## src/murmur2_hash32_core_macros.svh

```systemverilog
// assertion macros for the murmur2 hash core
// needs a clock named clk and a reset named rst in the including module
`ifndef MURMUR2_HASH32_CORE_MACROS_SVH
`define MURMUR2_HASH32_CORE_MACROS_SVH

// property checked on every rising clock edge outside reset
`define MMH2_ASSERT(lbl, prop, msg) \
  lbl: assert property (@(posedge clk) disable iff (rst) (prop)) else $error(msg);

// property checked on every rising clock edge, reset included
`define MMH2_ASSERT_ALWAYS(lbl, prop, msg) \
  lbl: assert property (@(posedge clk) (prop)) else $error(msg);

`endif

```

## src/mmh2_pkg.sv

```systemverilog
// constants, sequencer codes and the tail mask for the murmur2 hash core
// no dependencies
`default_nettype none

package mmh2_pkg;

  localparam logic [31:0] MIX_MUL  = 32'h5bd1e995;
  localparam int unsigned WordShr  = 24;
  localparam int unsigned FinShrA  = 13;
  localparam int unsigned FinShrB  = 15;

  typedef logic [2:0] state_t;

  localparam state_t S_IDLE = 3'd0;
  localparam state_t S_K1   = 3'd1;
  localparam state_t S_K2   = 3'd2;
  localparam state_t S_H    = 3'd3;
  localparam state_t S_T    = 3'd4;
  localparam state_t S_A    = 3'd5;

  // bytes kept from a short last word
  function automatic logic [31:0] tail_mask(input logic [1:0] n);
    logic [31:0] m;
    unique case (n)
      2'd0: m = 32'h0000_0000;
      2'd1: m = 32'h0000_00ff;
      2'd2: m = 32'h0000_ffff;
      2'd3: m = 32'h00ff_ffff;
    endcase
    return m;
  endfunction

endpackage

`default_nettype wire

```

## src/murmur2_hash32_core.sv

```systemverilog
// murmur2 32-bit hash core: sequencer around one shared 32x32 multiplier
// depends on mmh2_pkg and murmur2_hash32_core_macros.svh
//
// Hashes a byte message delivered as little-endian 32-bit words. A word is
// taken when in_valid is high and in_stall low; the first word also samples
// seed and msg_length. Every multiply goes through a single 32x32 multiplier,
// one multiply per cycle while the avalanche step is not held, so a full word
// is the transfer followed by three multiplies. A last word of four bytes
// takes those three, one with one to three tail bytes a single tail multiply
// and an empty one none; each then ends in the avalanche multiply. The digest
// sits in an output register, so new words are taken while it waits; the
// avalanche step waits only if that register still holds an earlier digest.
`default_nettype none

module murmur2_hash32_core (
  input  wire logic        clk,
  input  wire logic        rst,
  input  wire logic        in_valid,
  output logic             in_stall,
  input  wire logic [31:0] data_word,
  input  wire logic [2:0]  byte_count,
  input  wire logic        first_word,
  input  wire logic        last_word,
  input  wire logic [31:0] seed,
  input  wire logic [31:0] msg_length,
  output logic             out_valid,
  input  wire logic        out_stall,
  output logic [31:0]      hash
);

`include "murmur2_hash32_core_macros.svh"

  mmh2_pkg::state_t state;
  logic             in_message;
  logic [31:0]      h;
  logic [31:0]      k;
  logic [31:0]      w;
  logic [1:0]       cnt;
  logic             last;

  logic             in_xfer;
  logic             out_xfer;
  logic             take;
  logic [31:0]      mul_a;
  logic [31:0]      mul_p;
  logic [31:0]      fin;
  logic             fin_go;

  assign in_stall = (state != mmh2_pkg::S_IDLE);
  assign in_xfer  = in_valid && !in_stall;
  assign out_xfer = out_valid && !out_stall;
  assign take     = in_xfer && (first_word || in_message);

  // operand select for the shared multiplier
  always_comb begin
    unique case (state)
      mmh2_pkg::S_K1:  mul_a = w;
      mmh2_pkg::S_K2:  mul_a = k;
      mmh2_pkg::S_H:   mul_a = h;
      mmh2_pkg::S_T:   mul_a = h ^ (w & mmh2_pkg::tail_mask(cnt));
      mmh2_pkg::S_A:   mul_a = h ^ (h >> mmh2_pkg::FinShrA);
      default:         mul_a = h;
    endcase
  end

  assign mul_p  = mul_a * mmh2_pkg::MIX_MUL;
  assign fin    = mul_p ^ (mul_p >> mmh2_pkg::FinShrB);
  assign fin_go = !out_valid || !out_stall;

  always_ff @(posedge clk) begin
    if (rst) begin
      state      <= mmh2_pkg::S_IDLE;
      in_message <= 1'b0;
      out_valid  <= 1'b0;
      h          <= '0;
    end else begin
      if (state == mmh2_pkg::S_A && fin_go) begin
        out_valid <= 1'b1;
      end else if (out_xfer) begin
        out_valid <= 1'b0;
      end
      unique case (state)
        mmh2_pkg::S_IDLE: begin
          if (take) begin
            if (first_word) begin
              h <= seed ^ msg_length;
            end
            in_message <= !last_word;
            if (!last_word || byte_count[2]) begin
              state <= mmh2_pkg::S_K1;
            end else if (byte_count[1:0] == 2'd0) begin
              state <= mmh2_pkg::S_A;
            end else begin
              state <= mmh2_pkg::S_T;
            end
          end
        end
        mmh2_pkg::S_K1: begin
          k     <= mul_p ^ (mul_p >> mmh2_pkg::WordShr);
          state <= mmh2_pkg::S_K2;
        end
        mmh2_pkg::S_K2: begin
          k     <= mul_p;
          state <= mmh2_pkg::S_H;
        end
        mmh2_pkg::S_H: begin
          h     <= mul_p ^ k;
          state <= last ? mmh2_pkg::S_A : mmh2_pkg::S_IDLE;
        end
        mmh2_pkg::S_T: begin
          h     <= mul_p;
          state <= mmh2_pkg::S_A;
        end
        mmh2_pkg::S_A: begin
          if (fin_go) begin
            h     <= fin;
            state <= mmh2_pkg::S_IDLE;
          end
        end
        default: begin
          state <= mmh2_pkg::S_IDLE;
        end
      endcase
    end
  end

  // payload registers, no reset
  always_ff @(posedge clk) begin
    if (take) begin
      w    <= data_word;
      cnt  <= byte_count[1:0];
      last <= last_word;
    end
    if (state == mmh2_pkg::S_A && fin_go) begin
      hash <= fin;
    end
  end

  `MMH2_ASSERT(a_out_from_final, $rose(out_valid) |-> $past(state) == mmh2_pkg::S_A,
    "digest raised without the avalanche step")
  `MMH2_ASSERT(a_full_word_len,
    take && !last_word |-> ##4 state == mmh2_pkg::S_IDLE,
    "mixing word did not finish in four cycles")
  `MMH2_ASSERT(a_last_ends_msg, take && last_word |=> !in_message,
    "message still open after its last word")
  `MMH2_ASSERT(a_empty_to_final,
    take && last_word && byte_count == 3'd0 |=> state == mmh2_pkg::S_A,
    "empty last word did not go straight to the avalanche")
  `MMH2_ASSERT_ALWAYS(a_reset_idle, rst |=> state == mmh2_pkg::S_IDLE && !out_valid,
    "sequencer not idle after reset")

endmodule

`default_nettype wire

```

## config.mk

```make
export PLATFORM = sky130hd
export DESIGN_NAME = murmur2_hash32_core
export DESIGN_NICKNAME = d
export VERILOG_FILES = /design/src/mmh2_pkg.sv /design/src/murmur2_hash32_core.sv
export VERILOG_INCLUDE_DIRS = /design/src /design/src/src
export SDC_FILE = /design/constraint.sdc
export NUM_CORES = 1
export LEC_CHECK = 0
export ABC_CLOCK_PERIOD_IN_PS = 11850
export BUFFER_PORTS_ARGS = -buffer_cell sky130_fd_sc_hd__buf_2
export CAP_MARGIN = 10
export CORE_AREA = 2 2 194 291
export CTS_BUF_LIST = sky130_fd_sc_hd__clkbuf_8
export CTS_CLUSTER_SIZE = 12
export DETAILED_ROUTE_END_ITERATION = 7
export DIE_AREA = 0 0 196 293
export PLACE_DENSITY = 0.53
export SYNTH_ARGS = -nofsm -noshare
export SYNTH_HDL_FRONTEND = slang
export SYNTH_SLANG_ARGS = --single-unit
```

## constraint.sdc

```tcl
create_clock -name clk -period 11.85 [get_ports clk]
set_clock_uncertainty 0.05 [all_clocks]
set_input_delay 1.185 -clock clk [delete_from_list [all_inputs] [get_ports clk]]
set_output_delay 1.185 -clock clk [all_outputs]
set_load 0.03 [all_outputs]
```

==> results.py, run 1 <==
metrics = {
    "worst_setup_path": {
        "worst_r2r_path_depth": 29,
        "r2r_slack_ps": 1350,
        "timing.rr.start": "state[2]",
        "r2r_end": "h[31]",
        "critPathLaunchType": "register",
        "path_max_fanout": 21,
        "crit_path_end_kind": "register",
        "cp.arrival_ps": 10860,
        "crit_start": "state[2]",
        "worst_path_largest_cell_delay_ps": 840,
        "setup.worst_path.class": "register to register",
        "crit_required_ps": 12200,
        "cpMostUsedCell": "fa_1",
        "cpMaxStageDelayCell": "a221o_1",
        "cp-endpoint": "h[31]",
    },
    "hold_path": {
        "holdCritPathClass": "register to register",
        "min_path_cells": 2,
    },
    "placed_design": {
        "dp.cells": 2472,
        "dpl.hpwl_mm": 45.3,
        "gp_congestion": 0.970,
        "port_buffers": 138,
        "dp_slack_ps": 1430,
    },
    "finish": {
        "fill_cells": 5725,
        "final_layout_size_suffix_gt1_share_pct": 11.9,
        "nets": 2299,
        "area_growth_pct": 12.0,
        "mostFrequentLayoutCells": "376 x inv_1, 217 x ha_1, 181 x fa_1",
        "fin_cells": 2505,
        "final_common_cell": "inv_1",
    },
    "synth": {
        "syn-instance-count": 1666,
        "postSynthAreaPerCell_um2": 9.79,
        "synth_edf_count": 99,
        "syn_nets": 2169,
        "synth_area_um2": 16300,
        "ys.flop_type": "edfxtp_1",
        "ys_seq_area_share_pct": 22.8,
        "ys_warn_count": 0,
        "synth.distinct_cells": 71,
        "ys_ff_latch": 136,
        "synthArstFlopShare_pct": 0,
    },
    "routing": {
        "viasPerCell": 5.17,
        "vias": 13000,
        "drt_wl_total_mm": 56.3,
        "drt_iter0_drc": 938,
        "routedWlPerCell_um": 22.5,
        "drcViolationCount": 0,
        "first_pass_iters": 5,
        "antenna_left": 0,
    },
    "timing": {
        "relSlewSlack_pct": 20.8,
        "final.min_clock_period_ps": 10500,
        "fin_crit_sh_pct": 88.6,
        "maxClockFrequency_mhz": 95.2,
        "slew_violations": 0,
        "tightest_slew_ps": 1190,
        "finalSetupViolations": 0,
        "final.setup.tns_ps": 0,
        "hold_viol_final": 0,
        "setup_ws_ps": 1350,
        "rsz0062_at_grt": "no",
    },
    "job": {
        "drv_cap": 0,
    },
    "clock_tree": {
        "cts_tree": "built",
        "clock_path_buffers": 2,
        "hold_buffers": 0,
        "path_clk_slew_ps": 90,
        "clockRootBuffer": "clkbuf_8",
        "post_cts_resized": 0,
        "cts-htree-levels": 4,
        "cts_buffers": 17,
        "worstSkewPairLatency_ps": 500,
        "postCtsSetupBuffers": 0,
        "numClockSinks": 136,
    },
    "floorplan": {
        "core-area_um2": 54700,
        "io_pins": 139,
        "chipWidth_um": 196,
        "dieHeight_um": 293,
        "die_area_um2": 57400,
        "initial_core_util_pct": 29.8,
        "num_rows": 105,
    },
    "grt": {
        "grt_pass1_wl_mm": 84.1,
        "grt_pass1_vias": 13600,
        "grt_usage_pct": 20.0,
        "grt_max_degree": 42,
        "grt-ovfl-total": 0,
        "antenna_found_initial": 2,
    },
    "run_status": {
        "status": "complete, no violations",
    },
}
==> layer usage <==
metal	wire length, um	vias to the layer above	global-route usage, %	part of all wire (%)
met2	28900	517	36.2	51
met5	0	-	0	0
met4	3720	0	11.8	6.6
met1	21100	6459	22.5	37
li1	-	5859	-	-
met3	2600	125	2.26	4.6
==> cells by family after synthesis <==
family / synth area share, %
compound gates: 14.0
xor+xnor: 7.04
fa+ha+maj: 38.9
buf+inv: 9.91
flops: 22.8
mux: 0.123
simple gates: 7.30
==> metrics by stage <==
step	instance area, um2	hold WS [ps]	util, %
after floorplan	16300	397	-
after global placement	17900	420	32.7
after detailed placement	17900	421	32.7
after CTS	18300	434	33.4
after global routing	18300	465	33.4
final	18300	429	33.4
==> registers in the layout, indices dropped and copies added (netlist names) <==
signal	flops
h	32
hash	32
k	32
w	32
state	3
cnt	2
in_message	1
last	1
out_valid	1
==> worst max-delay path: cells and delay by family, from the launching register on <==
kind	cells	cell delay, ps
adder cells (fa/ha/maj)	9	3920
AO/OA/AOI/OAI	11	3140
AND/OR/NAND/NOR	2	1160
flip-flops	1	780
XOR/XNOR	1	600
buffers and inverters	5	550
multiplexers	1	180
==> layout make-up <==
type | instances | area (um2) | area share [%]
Sequential cell | 136 | 3710 | 20.3
Multi-Input combinational cell | 1102 | 11000 | 60.3
Tap cell | 695 | 870 | 4.76
Antenna cell | 1 | 2.50 | 0.0137
Clock buffer | 17 | 234 | 1.28
Timing Repair Buffer | 164 | 886 | 4.85
Inverter | 375 | 1410 | 7.70
Clock inverter | 15 | 143 | 0.781
==> cells in the mapped netlist, types with 8 or more instances <==
cell      count  area, um2
inv_1       375       1410
ha_1        217       2720
fa_1        181       3620
edfxtp_1     99       2970
nor2_1       77        289
nand2_1      73        274
xnor2_1      73        639
o21ai_0      67        335
a21oi_1      60        300
xor2_1       50        438
a22oi_1      46        345
clkbuf_1     38        143
dfxtp_1      37        741
a211oi_1     26        195
nor3_1       20        100
a221o_1      16        160
o211ai_1     15        113
nand3_1      12       60.1
nor2b_1      12       75.1
a21o_1       11       82.6
a221oi_1      9       78.8
a311oi_1      9       78.8
a31oi_1       8       50.1
buf_1         8       30.0
nand2b_1      8       50.1
nand3b_1      8       60.1
o221ai_1      8       70.1
==> worst min-delay path by stage <==
| stage | start | endpoint |
|---|---|---|
| after floorplan | h[10] | h[10] |
| final | h[10] | h[10] |
| after global placement | h[10] | h[10] |
| after CTS | h[10] | h[10] |
| after global routing | h[10] | h[10] |
| after detailed placement | h[10] | h[10] |
Power of run 1 is not shown: default switching activity piles up to over one toggle a cycle in this logic, so the estimate is an artifact.
==> inputs of run 2 (changes only) <==
Settings changed: CORE_AREA 2 2 194 291 to 2 2 173 259, DIE_AREA 0 0 196 293 to 0 0 175 261, PLACE_DENSITY 0.53 to 0.62.
==> results.py, run 2 (synthesized netlist as in run 1, its figures left out) <==
metrics = {
    "timing": {
        "maxClockFrequency_mhz": 95.5,
        "relSlewSlack_pct": 19.9,
        "fin_crit_sh_pct": 88.4,
        "final.min_clock_period_ps": 10480,
        "final.setup.tns_ps": 0,
        "finalSetupViolations": 0,
        "hold_viol_final": 0,
        "slew_violations": 0,
        "tightest_slew_ps": 1200,
        "rsz0062_at_grt": "no",
    },
    "routing": {
        "routedWlPerCell_um": 22.7,
        "viasPerCell": 5.47,
        "drt_wl_total_mm": 54.1,
        "first_pass_iters": 6,
        "drcViolationCount": 0,
        "antenna_left": 0,
        "vias": 13100,
        "drt_iter0_drc": 923,
    },
    "run_status": {
        "status": "complete, no violations",
    },
    "grt": {
        "grt-ovfl-total": 0,
        "grt_max_degree": 46,
        "grt_usage_pct": 24.2,
        "antenna_found_initial": 0,
        "grt_pass1_vias": 13800,
        "grt_pass1_wl_mm": 82.1,
    },
    "clock_tree": {
        "post_cts_resized": 0,
        "hold_buffers": 0,
        "numClockSinks": 136,
        "worstSkewPairLatency_ps": 480,
        "clockRootBuffer": "clkbuf_8",
        "postCtsSetupBuffers": 0,
        "cts-htree-levels": 4,
        "clock_path_buffers": 2,
        "cts_buffers": 17,
        "cts_tree": "built",
        "path_clk_slew_ps": 90,
    },
    "worst_setup_path": {
        "path_buf_inv": 9,
        "critPathLaunchType": "register",
        "path_max_fanout": 22,
        "crit_required_ps": 12190,
        "crit_path_end_kind": "register",
        "setup.worst_path.class": "register to register",
        "worst_path_largest_cell_delay_ps": 870,
        "path_delay_family": "adder cells",
        "cp.arrival_ps": 10820,
        "cpMaxStageDelayCell": "dfxtp_1",
    },
    "floorplan": {
        "initial_core_util_pct": 37.4,
        "core-area_um2": 43600,
        "chipWidth_um": 175,
        "num_rows": 94,
        "die_area_um2": 45700,
        "dieHeight_um": 261,
        "io_pins": 139,
    },
    "placed_design": {
        "port_buffers": 138,
        "dpl.hpwl_mm": 43.0,
        "gp_congestion": 0.955,
    },
    "finish": {
        "final_layout_size_suffix_gt1_share_pct": 12.0,
        "fill_cells": 4295,
        "mostFrequentLayoutCells": "375 x inv_1, 217 x ha_1, 181 x fa_1",
        "nets": 2301,
        "final_common_cell": "inv_1",
        "area_growth_pct": 11.5,
    },
    "job": {
        "drv_cap": 0,
    },
    "hold_path": {
        "holdCritPathClass": "register to register",
    },
}
[run 2: layer usage]
layer	part of all wire, %	GRT usage, %	wire, um
met1	36	26.6	19300
met2	50	42.1	27100
met3	5.6	3.38	3030
met4	8.6	19.0	4670
met5	0	0	0
[run 2: final timing paths]
kind         startpoint    end  slack [ps]  cells past startpoint
max            state[0]  h[31]        1370                     30
min               h[10]  h[10]         430                      2
max reg2reg    state[0]  h[31]        1370                     30
min reg2reg       h[10]  h[10]         430                      2
[run 2: metrics by stage]
stage               instances  util (%)  setup slack, ps  instance area (um2)  hold WS [ps]
finish                   2388      41.7             1370                18200           434
global route             2387      41.7             1050                18200           459
CTS                      2387      41.7             1530                18200           432
detailed placement       2355      40.7             1550                17800           421
global placement         2354      40.7             1150                17700           420
floorplan                1666         -             3200                16300           397
[run 2: layout make-up]
class                      instances  area (um2)  share of cell area, %
multi-input combinational       1102       11000                   60.6
sequential                       136        3710                   20.4
inverter                         375        1410                   7.74
timing repair buffer             166         901                   4.96
tap                              576         721                   3.96
clock buffer                      19         262                   1.44
clock inverter                    13         165                  0.908
antenna                            1        2.50                 0.0138
[run 2: worst reg2reg max path, delay by kind of cell (launching register included)]
kind	cells	cell delay (ps)
buffers and inverters	9	1500
AOI/OAI and AO/OA	7	2300
adders and majority gates	9	3980
muxes	1	180
and+or+nand+nor	3	930
DFF	1	870
xor gates and xnor gates	1	590
Power of run 2 is left out for the same reason.
